===== src/hw/rtl/tav_pkg.sv =====
package tav_pkg;

  localparam int unsigned GAIN_SHIFT = 12;
  localparam int unsigned TRIG_SHIFT = 14;

  localparam logic [8:0] DEG_QUARTER = 9'd90;
  localparam logic [8:0] DEG_HALF    = 9'd180;
  localparam logic [8:0] DEG_THREEQ  = 9'd270;
  localparam logic [8:0] DEG_TURN    = 9'd360;
  localparam logic [8:0] AVOID_OFFSET_DEG = 9'd60;

  typedef enum logic [2:0] {
    CFG_TARGET_EAST,
    CFG_TARGET_NORTH,
    CFG_TRACK_GAIN,
    CFG_SAFETY_RADIUS,
    CFG_AVOID_LENGTH,
    CFG_TRACK_SPEED_LIMIT,
    CFG_AVOID_SPEED_LIMIT,
    CFG_TOTAL_SPEED_LIMIT
  } cfg_idx_t;

  typedef struct packed {
    logic signed [15:0] target_east;
    logic signed [15:0] target_north;
    logic [15:0]        track_gain;
    logic [15:0]        safety_radius;
    logic [14:0]        avoid_length;
    logic [14:0]        track_speed_limit;
    logic [14:0]        avoid_speed_limit;
    logic [14:0]        total_speed_limit;
  } cfg_t;

  typedef struct packed {
    logic        neg;
    logic [14:0] mag;
  } trig_t;

  // clamped body velocity and heading rotation, handed to the rotate stages
  typedef struct packed {
    logic               valid;
    logic               avoiding;
    logic signed [15:0] bx;
    logic signed [15:0] by;
    logic signed [15:0] cos_h;
    logic signed [15:0] sin_h;
  } body_vel_t;

  // quarter-wave sine, Q1.14, one entry per degree
  localparam logic [14:0] QSINE [0:90] = '{
    15'd0,     15'd286,   15'd572,   15'd857,   15'd1143,
    15'd1428,  15'd1713,  15'd1997,  15'd2280,  15'd2563,
    15'd2845,  15'd3126,  15'd3406,  15'd3686,  15'd3964,
    15'd4240,  15'd4516,  15'd4790,  15'd5063,  15'd5334,
    15'd5604,  15'd5872,  15'd6138,  15'd6402,  15'd6664,
    15'd6924,  15'd7182,  15'd7438,  15'd7692,  15'd7943,
    15'd8192,  15'd8438,  15'd8682,  15'd8923,  15'd9162,
    15'd9397,  15'd9630,  15'd9860,  15'd10087, 15'd10311,
    15'd10531, 15'd10749, 15'd10963, 15'd11174, 15'd11381,
    15'd11585, 15'd11786, 15'd11982, 15'd12176, 15'd12365,
    15'd12551, 15'd12733, 15'd12911, 15'd13085, 15'd13255,
    15'd13421, 15'd13583, 15'd13741, 15'd13894, 15'd14044,
    15'd14189, 15'd14330, 15'd14466, 15'd14598, 15'd14726,
    15'd14849, 15'd14968, 15'd15082, 15'd15191, 15'd15296,
    15'd15396, 15'd15491, 15'd15582, 15'd15668, 15'd15749,
    15'd15826, 15'd15897, 15'd15964, 15'd16026, 15'd16083,
    15'd16135, 15'd16182, 15'd16225, 15'd16262, 15'd16294,
    15'd16322, 15'd16344, 15'd16362, 15'd16374, 15'd16382,
    15'd16384
  };

  // d in 0..359
  function automatic trig_t sin_deg(input logic [8:0] d);
    trig_t      t;
    logic [8:0] k;
    if (d <= DEG_QUARTER) begin
      k = d;
      t.neg = 1'b0;
    end else if (d <= DEG_HALF) begin
      k = DEG_HALF - d;
      t.neg = 1'b0;
    end else if (d <= DEG_THREEQ) begin
      k = d - DEG_HALF;
      t.neg = 1'b1;
    end else begin
      k = DEG_TURN - d;
      t.neg = 1'b1;
    end
    t.mag = QSINE[k[6:0]];
    return t;
  endfunction

  function automatic trig_t cos_deg(input logic [8:0] d);
    logic [9:0] s;
    logic [9:0] w;
    s = {1'b0, d} + {1'b0, DEG_QUARTER};
    w = (s >= {1'b0, DEG_TURN}) ? s - {1'b0, DEG_TURN} : s;
    return sin_deg(w[8:0]);
  endfunction

  function automatic logic [14:0] clamp_mag(input logic [33:0] m, input logic [14:0] lim);
    return (m > {19'd0, lim}) ? lim : m[14:0];
  endfunction

  function automatic logic signed [15:0] apply_sign(input logic neg, input logic [14:0] mag);
    logic [15:0] m16;
    m16 = {1'b0, mag};
    return neg ? (16'd0 - m16) : m16;
  endfunction

endpackage


===== src/hw/rtl/tav_rotate.sv =====
module tav_rotate
  import tav_pkg::*;
(
  input  logic               clk,
  input  logic               rst_n,
  input  logic               en,
  input  body_vel_t          body,
  output logic               out_valid,
  output logic signed [15:0] vel_east,
  output logic signed [15:0] vel_north,
  output logic               avoiding
);

  function automatic logic signed [15:0] round_sat(input logic signed [32:0] v);
    logic [32:0] mag;
    logic [32:0] r;
    logic [15:0] res;
    mag = v[32] ? (33'd0 - v) : v;
    r   = (mag + 33'(1 << (TRIG_SHIFT - 1))) >> TRIG_SHIFT;
    if (!v[32]) begin
      res = (r > 33'd32767) ? 16'h7fff : r[15:0];
    end else begin
      res = (r > 33'd32768) ? 16'h8000 : (16'd0 - r[15:0]);
    end
    return res;
  endfunction

  // stage 5: rotation products
  logic               s5_valid_r;
  logic               s5_avoid_r;
  logic signed [31:0] s5_xc_r;
  logic signed [31:0] s5_ys_r;
  logic signed [31:0] s5_xs_r;
  logic signed [31:0] s5_yc_r;

  // stage 6: output register
  logic               out_valid_r;
  logic               avoiding_r;
  logic signed [15:0] vel_east_r;
  logic signed [15:0] vel_north_r;

  logic signed [32:0] east_sum_nxt;
  logic signed [32:0] north_sum_nxt;

  always_comb begin
    east_sum_nxt  = $signed({s5_xc_r[31], s5_xc_r}) - $signed({s5_ys_r[31], s5_ys_r});
    north_sum_nxt = $signed({s5_xs_r[31], s5_xs_r}) + $signed({s5_yc_r[31], s5_yc_r});
  end

  always_ff @(posedge clk) begin
    if (!rst_n) begin
      s5_valid_r  <= 1'b0;
      out_valid_r <= 1'b0;
    end else if (en) begin
      s5_valid_r  <= body.valid;
      out_valid_r <= s5_valid_r;
    end
  end

  always_ff @(posedge clk) begin
    if (en) begin
      s5_avoid_r  <= body.avoiding;
      s5_xc_r     <= body.bx * body.cos_h;
      s5_ys_r     <= body.by * body.sin_h;
      s5_xs_r     <= body.bx * body.sin_h;
      s5_yc_r     <= body.by * body.cos_h;
      avoiding_r  <= s5_avoid_r;
      vel_east_r  <= round_sat(east_sum_nxt);
      vel_north_r <= round_sat(north_sum_nxt);
    end
  end

  assign out_valid = out_valid_r;
  assign vel_east  = vel_east_r;
  assign vel_north = vel_north_r;
  assign avoiding  = avoiding_r;

endmodule

===== config.mk =====
export PLATFORM = sky130hd
export DESIGN_NAME = tav_rotate
export DESIGN_NICKNAME = d
export VERILOG_FILES = /design/src/hw/rtl/tav_pkg.sv /design/src/hw/rtl/tav_rotate.sv
export SDC_FILE = /design/constraint.sdc
export NUM_CORES = 2
export LEC_CHECK = 0
export BUFFER_PORTS_ARGS = -buffer_cell sky130_fd_sc_hd__buf_4
export CAP_MARGIN = 20
export CORE_UTILIZATION = 70
export DETAILED_ROUTE_END_ITERATION = 8
export PLACE_DENSITY = 0.94
export SLEW_MARGIN = 0
export SYNTH_ARGS = -nofsm -noshare
export SYNTH_HDL_FRONTEND = slang
export SYNTH_SLANG_ARGS = --single-unit

===== constraint.sdc =====
create_clock -name clk -period 17.9 [get_ports clk]
set_input_delay 1.79 -clock clk [delete_from_list [all_inputs] [get_ports clk]]
set_output_delay 1.79 -clock clk [all_outputs]
set_load 0.005 [all_outputs]

=== After elaboration in Yosys (flattened, before gate mapping) ===
Index checks and enable logic that the tools add are counted.

* Flip-flop bits (word level): 164
* Input bits: 69
* Output and inout port bits: 34

* Add/sub/neg operators: 8
* Multipliers: 4
* Order comparisons: 4
* Multiplexer cells: 8

{| class="wikitable"
|+ Operators by type and width
! operator !! number
|-
| 16-bit by 16-bit multiplier with 32-bit output || 4
|-
| 16-bit two-way mux || 6
|-
| 33-bit by 14-bit adder with 33-bit output, second input constant || 2
|-
| 33-bit two-way mux || 2
|-
| 1-bit by 33-bit subtractor with 33-bit output, first input constant || 2
|-
| 19-bit by 15-bit greater-than comparator with 1-bit output, second input constant || 2
|-
| 19-bit by 16-bit greater-than comparator with 1-bit output, second input constant || 2
|-
| 32-bit by 32-bit adder with 33-bit output || 1
|-
| 32-bit by 32-bit subtractor with 33-bit output || 1
|-
| 1-bit by 16-bit subtractor with 16-bit output, first input constant || 2
|}

=== Longest topological paths before layout ===
* Depth after elaboration: 7
* Gate-level depth with buffers: 29
* Depth with buffers taken out: 26

=== Worst setup path after synthesis ===
OpenSTA, ideal clock, no wires.

* Kind: input -> register
* From: in body[58] (netlist bit)
* To: reg s5_xs_r[31] (data pin)
* Data arrival time: 7873 ps
* Slack: 9760 ps
* Cell stages on the path: 24
* Buffers on the path: 1
* Cell sequence: clkbuf_1 -> nand2_1 -> fa_1 -> inv_1 -> fa_1 -> inv_1 -> fa_1 -> fa_1 -> inv_1 -> fa_1 -> inv_1 -> fa_1 -> inv_1 -> ha_1 -> a211oi_1 -> o21ai_0 -> nand4_1 -> nand3_1 -> o41ai_1 -> o21ai_0 -> o41a_1 -> a41o_1 -> o41ai_1 -> xnor2_1

* Word-level cells in the longest chain between the ends: 1

{| class="wikitable"
|+ RTL lines
! element !! RTL line !! RTL
|-
| from (decl) || tav_rotate.sv:7 || <nowiki>input body_vel_t body,</nowiki>
|-
| 16-bit by 16-bit multiplier with 32-bit output || tav_rotate.sv:65 || <nowiki>s5_xs_r <= body.bx * body.sin_h;</nowiki>
|-
| to (signal assigned) || tav_rotate.sv:65 ||
|-
| to (decl) || tav_rotate.sv:33 || <nowiki>logic signed [31:0] s5_xs_r;</nowiki>
|}

No other way between the ends.
A chain may end at the register's enable or synchronous reset.

=== Worst setup path in the final report ===
* From: in body[54] (netlist bit)
* To: reg s5_xs_r[31] (data pin)

Same word-level chain as after synthesis.

==> reports/results.ini <==
[status]
status=finished, final reports clean

[clock_tree]
ctsRootBufferMaster=clkbuf_16
htree_levels=4
holdBufCountCts=0
clk_pin_slew_worst_paths_ns=0.07
post_cts_buffers=0
cts_made_buffers=17
cts_buffer_depth=2
cts_tree=built
ctsResizeCount=0
clock-sinks=164
clock_latency_ns=0.49

[setup_path]
cp_max_fo=32
cp-start-kind=primary input
arrival_ns=8.83
critical_path_required_ns=18.13
cp_common_cell=fa_1
cp-end-kind=flip-flop
cp_slowest_cell=o41ai_1
max_stage_delay_ns=0.62
path_class=primary input to flip-flop

[sta]
clock_skew_ns=0.0148
worst_pin_slew_ns=1.07
worst_slack_ns=9.30
drv_slew=0
hold_violations=0
setup_viol=0
period_minus_slack_ns=8.60
setup_tns_ns=0
period_share_pct=48.1
rsz0062_at_grt=false
fmax_ghz=0.116
slew_headroom_pct=28.9

[die]
core-area_sq_um=72100
fp-row-count=98
die_y_um=273
die_area_sq_um=74500
initial_utilization_pct=71.2
io_pins=103
fp.dieW_um=273

[drt]
drc=0
vias_per_cell=6.20
firstDrtPassIters=6
drt_wl_total_um=135000
via_count=40200
wl_per_cell_um=20.9
drt_iter0_drc=3816
ant_nets=0

[placed_design]
dp_hpwl_um=105000
place_ws_ns=8.91
portBuffers=102
place_congestion=0.934

[finish]
areaGrowthSynthToFinish_pct=3.20
layout_commonest_cell=inv_1
final_cell_mix=inv_1 (1189), fa_1 (1050), nand2_1 (718)
drive_above_1_share_pct=3.90
fin_nets=7040
fillers=4627

[grt]
grt_max_degree=91
grt.met2_usage_pct=61.8
grt_pass1_wl_um=221000
grtUsageTotal_pct=38.0
antenna_found_initial=8
grt_pass1_vias=44100
grt_util_met1_pct=45.0
grt-busiest-layer=met2
grt-ovfl-total=0
grt_use_met3_pct=9.34

[synthesis]
syn_nets=7151
synthArstFlopShare_pct=0
synth_edf_count=162
synth_ff_type=edfxtp_1
yosysWarningCount=0
ys_seq_area_share_pct=9.55
ys_types=116
syn_avg_cell_area_sq_um=9.12
netlist_area_sq_um=51400
ys_seq_elements=164
netlist_instances=5634

[run]
max_cap_viol_count=0

[min_path]
hp-class=flip-flop to flip-flop

## critical path: cells and delay by family
kind | cells | cell delay [ns]
fa+ha+maj | 7 | 2.97
xor+xnor | 1 | 0.13
compound gates | 9 | 3.01
simple gates | 3 | 0.47
buf+inv | 5 | 0.45
## cell families (layout without fill, tap and decap cells)
kind of cell               Yosys count  in the layout  synth area share, %
AOI/OAI and AO/OA                  618            618                 8.25
xor gates and xnor gates           217            217                 3.76
adders and majority gates         1448           1448                 50.6
buffers and inverters             1428           1329                 10.5
DFF                                164            164                 9.55
muxes                               26             26                0.529
other                                0              2                    0
and+or+nand+nor                   1733           1733                 16.8
## final timing paths
| path | from | slack [ns] | cells after the start | to |
|---|---|---|---|---|
| worst max-delay path | body[54] | 9.30 | 25 | s5_xs_r[31]$_DFFE_PP_ |
| worst min-delay path | s5_avoid_r$_DFFE_PP_ | 0.42 | 0 | avoiding$_DFFE_PP_ |
| worst max register to register | s5_xc_r[0]$_DFFE_PP_ | 10.83 | 27 | vel_east[6]$_DFFE_PP_ |
| worst min register to register | s5_avoid_r$_DFFE_PP_ | 0.42 | 0 | avoiding$_DFFE_PP_ |
## area by class of cell
cell class | count | area [sq um] | share of cell area, %
inverters | 1189 | 4460 | 8.42
flip-flops and latches | 164 | 4900 | 9.25
clock inverters | 13 | 121 | 0.229
clock buffers | 18 | 429 | 0.810
diodes | 2 | 5.00 | 0.00944
multi-input cells | 4042 | 41100 | 77.5
well taps | 950 | 1190 | 2.24
repair buffers | 109 | 822 | 1.55
## cells in the mapped netlist, drive strengths merged (20+ instances only)
| master | instances | area (sq um) |
|---|---|---|
| fa | 1050 | 21000 |
| nand2 | 718 | 2700 |
| o211ai | 25 | 201 |
| a21oi | 159 | 800 |
| or3 | 25 | 161 |
| clkbuf | 220 | 828 |
| a21o | 55 | 413 |
| nor3 | 96 | 502 |
| edfxtp | 162 | 4860 |
| o21bai | 24 | 180 |
| a31oi | 26 | 163 |
| nand4 | 25 | 163 |
| ha | 398 | 4980 |
| and3 | 41 | 262 |
| o21a | 27 | 203 |
| nor2 | 170 | 641 |
| xnor2 | 176 | 1550 |
| and2 | 409 | 2560 |
| xor2 | 40 | 358 |
| o21ai | 113 | 577 |
| a211oi | 30 | 253 |
| mux2i | 20 | 204 |
| nand2b | 81 | 514 |
| nand3 | 70 | 350 |
| nor2b | 20 | 133 |
| inv | 1189 | 4460 |
## layer usage
layer | wire length (um) | share of wire (%)
met1 | 46300 | 34
met2 | 62800 | 46
met3 | 15600 | 12
met4 | 10500 | 7.8
met5 | 77 | 0.057
## registers in the layout, indices dropped and copies added, names as in the netlist
signal / cells
vel_east: 16
s5_xc_r: 32
vel_north: 16
s5_valid_r: 1
s5_xs_r: 32
avoiding: 1
s5_ys_r: 32
s5_avoid_r: 1
s5_yc_r: 32
out_valid: 1
## through the flow
step | hold WS, ns | cell area (sq um) | std cells | utilization [%]
finish | 0.422 | 53000 | 6487 | 73.5
global route | 0.430 | 53000 | 6485 | 73.5
CTS | 0.426 | 53000 | 6485 | 73.5
detailed placement | 0.408 | 52500 | 6454 | 72.8
global placement | 0.403 | 52500 | 6454 | 72.8
floorplan | 0.400 | 51400 | 5634 | -
Power is left out: the tool's default activity adds up to more than one toggle a clock period on the data nets, which glitch-free logic cannot reach.
