### config.mk
export PLATFORM = sky130hd
export DESIGN_NAME = tav_track_avoid
export DESIGN_NICKNAME = d
export VERILOG_FILES = /design/src/hw/rtl/tav_pkg.sv /design/src/hw/rtl/tav_track_avoid.sv
export SDC_FILE = /design/constraint.sdc
export NUM_CORES = 2
export LEC_CHECK = 0
export ABC_AREA = 0
export BUFFER_PORTS_ARGS = -buffer_cell sky130_fd_sc_hd__buf_4
export CORE_ASPECT_RATIO = 1.1
export CORE_MARGIN = 2
export CORE_UTILIZATION = 40
export DETAILED_ROUTE_END_ITERATION = 10
export SLEW_MARGIN = 30
export SYNTH_ARGS = -nofsm -noshare
export SYNTH_HDL_FRONTEND = slang
export SYNTH_SLANG_ARGS = --single-unit
### constraint.sdc
create_clock -name clk -period 22.2 [get_ports clk]
set_clock_uncertainty 0.2 [all_clocks]
set_input_delay 2.22 -clock clk [delete_from_list [all_inputs] [get_ports clk]]
set_output_delay 2.22 -clock clk [all_outputs]
set_load 0.02 [all_outputs]
### src/hw/rtl/tav_pkg.sv
package tav_pkg;

  localparam int unsigned GAIN_SHIFT = 12;
  localparam int unsigned TRIG_SHIFT = 14;

  localparam logic [8:0] DEG_QUARTER = 9'd90;
  localparam logic [8:0] DEG_HALF    = 9'd180;
  localparam logic [8:0] DEG_THREEQ  = 9'd270;
  localparam logic [8:0] DEG_TURN    = 9'd360;
  localparam logic [8:0] AVOID_OFFSET_DEG = 9'd60;

  typedef enum logic [2:0] {
    CFG_TARGET_EAST,
    CFG_TARGET_NORTH,
    CFG_TRACK_GAIN,
    CFG_SAFETY_RADIUS,
    CFG_AVOID_LENGTH,
    CFG_TRACK_SPEED_LIMIT,
    CFG_AVOID_SPEED_LIMIT,
    CFG_TOTAL_SPEED_LIMIT
  } cfg_idx_t;

  typedef struct packed {
    logic signed [15:0] target_east;
    logic signed [15:0] target_north;
    logic [15:0]        track_gain;
    logic [15:0]        safety_radius;
    logic [14:0]        avoid_length;
    logic [14:0]        track_speed_limit;
    logic [14:0]        avoid_speed_limit;
    logic [14:0]        total_speed_limit;
  } cfg_t;

  typedef struct packed {
    logic        neg;
    logic [14:0] mag;
  } trig_t;

  // clamped body velocity and heading rotation, handed to the rotate stages
  typedef struct packed {
    logic               valid;
    logic               avoiding;
    logic signed [15:0] bx;
    logic signed [15:0] by;
    logic signed [15:0] cos_h;
    logic signed [15:0] sin_h;
  } body_vel_t;

  // quarter-wave sine, Q1.14, one entry per degree
  localparam logic [14:0] QSINE [0:90] = '{
    15'd0,     15'd286,   15'd572,   15'd857,   15'd1143,
    15'd1428,  15'd1713,  15'd1997,  15'd2280,  15'd2563,
    15'd2845,  15'd3126,  15'd3406,  15'd3686,  15'd3964,
    15'd4240,  15'd4516,  15'd4790,  15'd5063,  15'd5334,
    15'd5604,  15'd5872,  15'd6138,  15'd6402,  15'd6664,
    15'd6924,  15'd7182,  15'd7438,  15'd7692,  15'd7943,
    15'd8192,  15'd8438,  15'd8682,  15'd8923,  15'd9162,
    15'd9397,  15'd9630,  15'd9860,  15'd10087, 15'd10311,
    15'd10531, 15'd10749, 15'd10963, 15'd11174, 15'd11381,
    15'd11585, 15'd11786, 15'd11982, 15'd12176, 15'd12365,
    15'd12551, 15'd12733, 15'd12911, 15'd13085, 15'd13255,
    15'd13421, 15'd13583, 15'd13741, 15'd13894, 15'd14044,
    15'd14189, 15'd14330, 15'd14466, 15'd14598, 15'd14726,
    15'd14849, 15'd14968, 15'd15082, 15'd15191, 15'd15296,
    15'd15396, 15'd15491, 15'd15582, 15'd15668, 15'd15749,
    15'd15826, 15'd15897, 15'd15964, 15'd16026, 15'd16083,
    15'd16135, 15'd16182, 15'd16225, 15'd16262, 15'd16294,
    15'd16322, 15'd16344, 15'd16362, 15'd16374, 15'd16382,
    15'd16384
  };

  // d in 0..359
  function automatic trig_t sin_deg(input logic [8:0] d);
    trig_t      t;
    logic [8:0] k;
    if (d <= DEG_QUARTER) begin
      k = d;
      t.neg = 1'b0;
    end else if (d <= DEG_HALF) begin
      k = DEG_HALF - d;
      t.neg = 1'b0;
    end else if (d <= DEG_THREEQ) begin
      k = d - DEG_HALF;
      t.neg = 1'b1;
    end else begin
      k = DEG_TURN - d;
      t.neg = 1'b1;
    end
    t.mag = QSINE[k[6:0]];
    return t;
  endfunction

  function automatic trig_t cos_deg(input logic [8:0] d);
    logic [9:0] s;
    logic [9:0] w;
    s = {1'b0, d} + {1'b0, DEG_QUARTER};
    w = (s >= {1'b0, DEG_TURN}) ? s - {1'b0, DEG_TURN} : s;
    return sin_deg(w[8:0]);
  endfunction

  function automatic logic [14:0] clamp_mag(input logic [33:0] m, input logic [14:0] lim);
    return (m > {19'd0, lim}) ? lim : m[14:0];
  endfunction

  function automatic logic signed [15:0] apply_sign(input logic neg, input logic [14:0] mag);
    logic [15:0] m16;
    m16 = {1'b0, mag};
    return neg ? (16'd0 - m16) : m16;
  endfunction

endpackage

### src/hw/rtl/tav_track_avoid.sv
module tav_track_avoid
  import tav_pkg::*;
(
  input  logic        clk,
  input  logic        rst_n,
  input  logic        en,
  input  logic        in_valid,
  input  logic [15:0] pos_x,
  input  logic [15:0] pos_y,
  input  logic [15:0] obstacle_range,
  input  logic [8:0]  obstacle_bearing,
  input  logic [15:0] heading,
  input  cfg_t        cfg,
  output body_vel_t   body
);

  // stage 1: errors, avoid decision, angles
  logic                s1_valid_r;
  logic                s1_avoid_r;
  logic signed [16:0]  s1_err_x_r;
  logic signed [16:0]  s1_err_y_r;
  logic [8:0]          s1_adeg_r;
  logic [8:0]          s1_hdeg_r;

  logic signed [16:0]  err_x_nxt;
  logic signed [16:0]  err_y_nxt;
  logic                avoid_nxt;
  logic [8:0]          bear_red;
  logic [9:0]          a_sum;
  logic [8:0]          adeg_nxt;
  logic [24:0]         h_scaled;
  logic [8:0]          h_raw;
  logic [8:0]          hdeg_nxt;

  always_comb begin
    err_x_nxt = $signed({cfg.target_east[15], cfg.target_east}) - $signed({pos_x[15], pos_x});
    err_y_nxt = $signed({cfg.target_north[15], cfg.target_north}) - $signed({pos_y[15], pos_y});
    avoid_nxt = obstacle_range < cfg.safety_radius;
    bear_red  = (obstacle_bearing >= DEG_TURN) ? obstacle_bearing - DEG_TURN : obstacle_bearing;
    a_sum     = {1'b0, bear_red} + {1'b0, AVOID_OFFSET_DEG};
    adeg_nxt  = (a_sum >= {1'b0, DEG_TURN}) ? 9'(a_sum - {1'b0, DEG_TURN}) : a_sum[8:0];
    h_scaled  = 25'(heading) * 25'd360 + 25'd32768;
    h_raw     = h_scaled[24:16];
    hdeg_nxt  = (h_raw == DEG_TURN) ? 9'd0 : h_raw;
  end

  // stage 2: gain products, table lookups
  logic                s2_valid_r;
  logic                s2_avoid_r;
  logic signed [33:0]  s2_prod_x_r;
  logic signed [33:0]  s2_prod_y_r;
  trig_t               s2_ca_r;
  trig_t               s2_sa_r;
  trig_t               s2_ch_r;
  trig_t               s2_sh_r;

  // stage 3: tracking velocity, avoidance products
  logic                s3_valid_r;
  logic                s3_avoid_r;
  logic signed [15:0]  s3_tx_r;
  logic signed [15:0]  s3_ty_r;
  logic                s3_ax_neg_r;
  logic                s3_ay_neg_r;
  logic [29:0]         s3_ax_mag_r;
  logic [29:0]         s3_ay_mag_r;
  logic signed [15:0]  s3_ch_r;
  logic signed [15:0]  s3_sh_r;

  logic [33:0]         mag_x;
  logic [33:0]         mag_y;
  logic [33:0]         rnd_x;
  logic [33:0]         rnd_y;
  logic signed [15:0]  tx_nxt;
  logic signed [15:0]  ty_nxt;

  always_comb begin
    mag_x  = s2_prod_x_r[33] ? (34'd0 - s2_prod_x_r) : s2_prod_x_r;
    mag_y  = s2_prod_y_r[33] ? (34'd0 - s2_prod_y_r) : s2_prod_y_r;
    rnd_x  = (mag_x + 34'(1 << (GAIN_SHIFT - 1))) >> GAIN_SHIFT;
    rnd_y  = (mag_y + 34'(1 << (GAIN_SHIFT - 1))) >> GAIN_SHIFT;
    tx_nxt = apply_sign(s2_prod_x_r[33], clamp_mag(rnd_x, cfg.track_speed_limit));
    ty_nxt = apply_sign(s2_prod_y_r[33], clamp_mag(rnd_y, cfg.track_speed_limit));
  end

  // stage 4: avoidance velocity, summed clamp
  logic [30:0]         arnd_x;
  logic [30:0]         arnd_y;
  logic signed [15:0]  ax_nxt;
  logic signed [15:0]  ay_nxt;
  logic signed [16:0]  sum_x;
  logic signed [16:0]  sum_y;
  logic signed [16:0]  lim_hi;
  logic signed [16:0]  lim_lo;
  logic signed [16:0]  bx_full;
  logic signed [16:0]  by_full;
  body_vel_t           body_r;
  body_vel_t           body_nxt;

  always_comb begin
    arnd_x = ({1'b0, s3_ax_mag_r} + 31'(1 << (TRIG_SHIFT - 1))) >> TRIG_SHIFT;
    arnd_y = ({1'b0, s3_ay_mag_r} + 31'(1 << (TRIG_SHIFT - 1))) >> TRIG_SHIFT;
    ax_nxt = s3_avoid_r ? apply_sign(s3_ax_neg_r, clamp_mag(34'(arnd_x), cfg.avoid_speed_limit))
                        : 16'sd0;
    ay_nxt = s3_avoid_r ? apply_sign(s3_ay_neg_r, clamp_mag(34'(arnd_y), cfg.avoid_speed_limit))
                        : 16'sd0;
    sum_x  = $signed({s3_tx_r[15], s3_tx_r}) + $signed({ax_nxt[15], ax_nxt});
    sum_y  = $signed({s3_ty_r[15], s3_ty_r}) + $signed({ay_nxt[15], ay_nxt});
    lim_hi = $signed({2'b00, cfg.total_speed_limit});
    lim_lo = -lim_hi;
    if (sum_x > lim_hi) begin
      bx_full = lim_hi;
    end else if (sum_x < lim_lo) begin
      bx_full = lim_lo;
    end else begin
      bx_full = sum_x;
    end
    if (sum_y > lim_hi) begin
      by_full = lim_hi;
    end else if (sum_y < lim_lo) begin
      by_full = lim_lo;
    end else begin
      by_full = sum_y;
    end
    body_nxt.valid    = s3_valid_r;
    body_nxt.avoiding = s3_avoid_r;
    body_nxt.bx       = bx_full[15:0];
    body_nxt.by       = by_full[15:0];
    body_nxt.cos_h    = s3_ch_r;
    body_nxt.sin_h    = s3_sh_r;
  end

  always_ff @(posedge clk) begin
    if (!rst_n) begin
      s1_valid_r   <= 1'b0;
      s2_valid_r   <= 1'b0;
      s3_valid_r   <= 1'b0;
      body_r.valid <= 1'b0;
    end else if (en) begin
      s1_valid_r   <= in_valid;
      s2_valid_r   <= s1_valid_r;
      s3_valid_r   <= s2_valid_r;
      body_r.valid <= body_nxt.valid;
    end
    if (en) begin
      s1_avoid_r  <= avoid_nxt;
      s1_err_x_r  <= err_x_nxt;
      s1_err_y_r  <= err_y_nxt;
      s1_adeg_r   <= adeg_nxt;
      s1_hdeg_r   <= hdeg_nxt;

      s2_avoid_r  <= s1_avoid_r;
      s2_prod_x_r <= s1_err_x_r * $signed({1'b0, cfg.track_gain});
      s2_prod_y_r <= s1_err_y_r * $signed({1'b0, cfg.track_gain});
      s2_ca_r     <= cos_deg(s1_adeg_r);
      s2_sa_r     <= sin_deg(s1_adeg_r);
      s2_ch_r     <= cos_deg(s1_hdeg_r);
      s2_sh_r     <= sin_deg(s1_hdeg_r);

      s3_avoid_r  <= s2_avoid_r;
      s3_tx_r     <= tx_nxt;
      s3_ty_r     <= ty_nxt;
      s3_ax_neg_r <= s2_ca_r.neg;
      s3_ay_neg_r <= s2_sa_r.neg;
      s3_ax_mag_r <= cfg.avoid_length * s2_ca_r.mag;
      s3_ay_mag_r <= cfg.avoid_length * s2_sa_r.mag;
      s3_ch_r     <= apply_sign(s2_ch_r.neg, s2_ch_r.mag);
      s3_sh_r     <= apply_sign(s2_sh_r.neg, s2_sh_r.mag);

      body_r.avoiding <= body_nxt.avoiding;
      body_r.bx       <= body_nxt.bx;
      body_r.by       <= body_nxt.by;
      body_r.cos_h    <= body_nxt.cos_h;
      body_r.sin_h    <= body_nxt.sin_h;
    end
  end

  assign body = body_r;

endmodule

Word-level counts from Yosys, hierarchy flattened:

Memories as Yosys holds them, arrays and structs flattened. A register that Yosys moved wholly into a read port is not among the register bits.
Cells that the tools add are included.

* input bits: 201
* word-level logic and storage cells: 154
* RAM bits: 0
* memories kept: 4
* bits in read-only memories: 7680
* bits in registers: 322
* latch bits: 0

* shift-type cells: 0
* div/mod/pow operators: 0
* equal/unequal tests: 1
* $mul: 5
* reduce and logical (&&, ||, !) cells: 0
* add/sub/neg operators: 37
* bitwise operators: 4
* mux-type cells: 42
* magnitude comparators: 25

Memories
* (no name shown): depth 128, bits a word 15, read ports 1, clocked after Yosys merged registers in 1, wr ports 0, line tav_pkg.sv:89 `t.mag = QSINE[k[6:0]];`
* (no name shown): depth 128, bits a word 15, read ports 1, clocked after Yosys merged registers in 1, wr ports 0, line tav_pkg.sv:89
* (no name shown): depth 128, bits a word 15, read ports 1, clocked after Yosys merged registers in 1, wr ports 0, line tav_pkg.sv:89
* (no name shown): depth 128, bits a word 15, read ports 1, clocked after Yosys merged registers in 1, wr ports 0, line tav_pkg.sv:89

Operator list (number)
* two-way mux 15 bit: 10
* two-way mux 7 bit: 16
* two-way mux 16 bit: 6
* subtractor 1 x 15 -> 16 bit, first input constant: 6
* adder 34 x 12 -> 34 bit, second input constant: 2
* multiplier 17 x 17 -> 34 bit: 2
* two-way mux 34 bit: 2
* subtractor 1 x 34 -> 34 bit, first input constant: 2
* adder 30 x 14 -> 31 bit, second input constant: 2
* multiplier 15 x 15 -> 30 bit: 2
* greater-than comparator 22 x 15 -> 1 bit: 2
* less-or-equal comparator 9 x 7 -> 1 bit, second input constant: 4
* less-or-equal comparator 9 x 8 -> 1 bit, second input constant: 4
* less-or-equal comparator 9 bit, second input constant: 4
* two-way mux 9 bit: 4
* subtractor 9 bit, second input constant: 4
* adder 16 x 16 -> 17 bit: 2
* greater-than comparator 17 x 15 -> 1 bit: 2
* greater-than comparator 17 x 16 -> 1 bit: 2
* less-than comparator 17 bit: 2
* subtractor 16 x 16 -> 17 bit: 2
* NOT 7 -> 8 bit: 4
* >= comparator 10 x 9 -> 1 bit, second input constant: 3
* subtractor 6 x 7 -> 7 bit, first input constant: 4
* other kinds (11): 21

Longest topological paths before layout:

* word-level depth: 10
* depth in mapped cells: 45

Least setup slack after synthesis:

OpenSTA, ideal clock, no wires.

* path type: input to register
* start point: input cfg[16] in the netlist's numbering
* end point: register body_r (netlist bit body[33]), data pin
* setup slack: 11963 ps
* stages: 38
* setup time: 267 ps
* arrival: 9771 ps
* path through: inv_1 -> ha_1 -> nor2b_1 -> o21a_1 -> o21a_1 -> o21a_1 -> o21a_1 -> o211ai_1 -> a21oi_1 -> nor3_1 -> clkbuf_1 -> clkbuf_1 -> mux2i_1 -> ha_1 -> nand2_1 -> o21ai_0 -> and2_1 -> fa_1 -> [... 2 more ...] -> o21bai_1 -> a21oi_1 -> nor2b_1 -> o21a_1 -> o31a_1 -> o41a_1 -> and2_1 -> o21ai_0 -> a21oi_1 -> ha_1 -> a21o_1 -> a21oi_1 -> nand3_1 -> a41oi_1 -> a211oi_1 -> clkbuf_1 -> mux2i_1 -> o21ai_0

* cells in the longest elaborated chain, start to end: 9

Ends and longest elaborated chain
* from (decl): line tav_track_avoid.sv:13 `input cfg_t cfg,`
* greater-than comparator 17 x 15 -> 1 bit: line tav_pkg.sv:102 `return (m > {19'd0, lim}) ? lim : m[14:0];`
* two-way mux 15 bit *: line tav_pkg.sv:102
* subtractor 1 x 15 -> 16 bit: line tav_pkg.sv:108 `return neg ? (16'd0 - m16) : m16;`
* two-way mux 16 bit *: line tav_pkg.sv:108
* two-way mux 16 bit *: line tav_track_avoid.sv:104 `ay_nxt = s3_avoid_r ? apply_sign(s3_ay_neg_r, clamp_mag(34'(arnd_y), cfg.avoid_speed_limit))`
* adder 16 x 16 -> 17 bit *: line tav_track_avoid.sv:107 `sum_y = $signed({s3_ty_r[15], s3_ty_r}) + $signed({ay_nxt[15], ay_nxt});`
* less-than comparator 17 bit: line tav_track_avoid.sv:119 `end else if (sum_y < lim_lo) begin`
* two-way mux 16 bit: line tav_track_avoid.sv:119
* two-way mux 15 bit *: line tav_track_avoid.sv:117 `if (sum_y > lim_hi) begin`
* net by_full[1]: line tav_track_avoid.sv:95 `logic signed [16:0] by_full;`
* to (decl): line tav_track_avoid.sv:96 `body_vel_t body_r;`

The timed path passes the listed nets; every way through them passes the cells marked *.
A chain may end at the register's enable or synchronous reset.

Worst setup path in the final report:

* start point: input cfg[16] in the netlist's numbering
* end point: register body_r (netlist bit body[32]), data pin

The elaborated chain is that of the path after synthesis.

==> flow_summary.ini <==
[run_status]
status = finished, final reports clean

[logic_synthesis]
synth_seq_cells = 356
ys.flop_type = edfxtp_1
synth_area_per_cell_um2 = 8.76
yosysSeqAreaShare_pct = 15.1
syn-instance-count = 8026
yosysWarningCount = 0
yosysTopAreaCell = fa_1
yosysUniqueCellTypes = 108
synth_area_um2 = 70300
synth_nets = 9836
yosys.area.top_type_share_pct = 26.2
synth_edf_count = 352
yosys-top-cells-area = fa_1 26%, edfxtp_1 15%, ha_1 12%
async_flop_share_pct = 0

[sta]
max_freq_mhz = 106
fin_ws_ps = 12740
hold_violations = 0
fin_setup_tns_ps = 0
fin_crit_ps = 9460
tightest_slew_ps = 954
timing.final.max_slew_violations = 0
min_period_over_period_pct = 42.6
max-slew-margin-rel_pct = 36.4
setup_violations = 0
rsz0062_at_grt = false

[setup_path]
path_max_fanout = 30
startpoint_type = input port
criticalPathCategory = input port to flip-flop
crit_arrival_ps = 9640
cp-end-kind = flip-flop
cpMaxStageDelayCell = fa_1
critPathMaxStageDelay_ps = 420
critPathRequiredTime_ps = 22380

[detailed_routing]
vias_per_cell = 5.51
wl_um = 191000
wl_per_cell_um = 18.5
drc = 0
antenna_left = 0
drt_iter0_drc = 4195
dr.pass1.iters = 5
vias = 56800

[clock_tree]
cts-hold-fix-buffers = 0
numClockSinks = 356
cts_setup_buffers = 0
clk_pin_slew_ps = 60
cts_resized = 0
htreeDepth = 2
root_buffer = clkbuf_16
cts_buffer_depth = 3
cts_buffers = 47
cts_tree = done
clk_latency_ps = 660

[global_routing]
overflow = 0
grt_max_degree = 86
antenna_found_initial = 5
grt_pass1_vias = 58300
grt_pass1_wl_um = 311000
track_usage_pct = 21.3

[placed_design]
gp_congestion = 0.913
place_ws_ps = 12130
numPortBuffers = 266
place_hpwl_um = 147000
numPlacedInstances = 10200

[hold_path]
hold_path.class = flip-flop to flip-flop

[die]
ios = 267
die_h_um = 444
rows = 161
dieArea_um2 = 179000
core_area_um2 = 175000
initial_core_util_pct = 40.2
die_w_um = 404

[final_layout]
fillers = 17200
post-route-util_pct = 43.3
area_growth_pct = 7.76
stdcell_count = 10300
layout.nets = 9804
drive_above_1_share_pct = 6.78

[flow_run]
max-cap-violations = 0
[final timing paths]
path	startpoint	slack [ps]	endpoint	depth (start not counted)
max reg2reg	s3_ay_mag_r[15]	12740	body[32]	37
min	s3_ch_r[12]	220	body[28]	0
min reg2reg	s3_ch_r[12]	220	body[28]	0
max	cfg[16]	12740	body[32]	37
[cells in the mapped netlist, drive strengths merged, types with 19 or more instances]
library cell,n
or4,19
clkbuf,339
a21oi,323
a21boi,19
o22ai,42
xor2,105
o21a,55
o21ai,297
a211oi,64
ha,690
and3,41
nor2b,69
nand4,56
or3,54
a31oi,65
nor4,35
nand2b,47
or2,25
nand3,145
o31ai,40
a311oi,27
mux2i,93
o21bai,32
inv,1218
nor3,127
buf,66
o211ai,73
and2,462
a221oi,25
xnor2,267
edfxtp,352
nor2,396
nand2,1005
a21o,85
mux2,24
fa,919
[sequential cells by signal, summed over array words and instances (netlist names), 17 cells and up]
signal and cells:
s1_err_y_r 17, s2_prod_y_r 34, s2_prod_x_r 34, s3_ax_mag_r 17
body 66, s1_err_x_r 17, s3_ay_mag_r 17
[cells by family after synthesis]
group,synth area share (%)
AND/OR/NAND/NOR,17.3
buffers and inverters,8.78
adder cells (fa/ha/maj),38.5
AO/OA/AOI/OAI,13.4
XOR/XNOR,4.68
flip-flops,15.1
multiplexers,2.22
[worst max-delay path, delay by kind of cell]
kind	cells	cell delay, ps
adders and majority gates	4	1310
and+or+nand+nor	7	980
AOI/OAI and AO/OA	20	3860
buffers and inverters	4	810
muxes	2	430
[final cells by class]
type	instances	area, µm²	area share (%)
Timing Repair Buffer	324	2440	3.23
Multi-Input combinational cell	6046	53600	70.8
Tap cell	2282	2860	3.77
Antenna cell	4	10.0	0.0132
Sequential cell	356	10700	14.1
Clock inverter	36	347	0.458
Clock buffer	52	1240	1.63
Inverter	1219	4580	6.04
[layout by cell type (no fill, tap or decap), drive strengths merged, types with 55 or more instances in the layout]
| master | instances |
|---|---|
| xor2 | 105 |
| nand4 | 56 |
| a211oi | 64 |
| xnor2 | 267 |
| nand2 | 1005 |
| nor3 | 127 |
| nand3 | 145 |
| o21ai | 297 |
| nor2 | 396 |
| and2 | 462 |
| a21o | 85 |
| nor2b | 69 |
| o21a | 55 |
| mux2i | 93 |
| a31oi | 65 |
| inv | 1229 |
| o211ai | 73 |
| a21oi | 323 |
| edfxtp | 352 |
| fa | 919 |
| ha | 690 |
| buf | 324 |
[metrics by stage]
| step | hold WS (ps) | area [µm²] |
|---|---|---|
| after floorplan | 200 | 70300 |
| after global placement | 203 | 74100 |
| after detailed placement | 205 | 74100 |
| after CTS | 215 | 75700 |
| after global routing | 217 | 75700 |
| final | 219 | 75800 |
[metal layers]
layer | vias up | global-route usage [%] | wire length (µm)
li1 | 26600 | - | -
met1 | 28200 | 28.4 | 83600
met2 | 1724 | 36.6 | 92800
met3 | 294 | 2.31 | 10500
met4 | 0 | 5.51 | 4330
met5 | - | 0 | 0
Power is left out: the tool's default activity adds up to more than one toggle a clock period on the data nets, which glitch-free logic cannot reach.
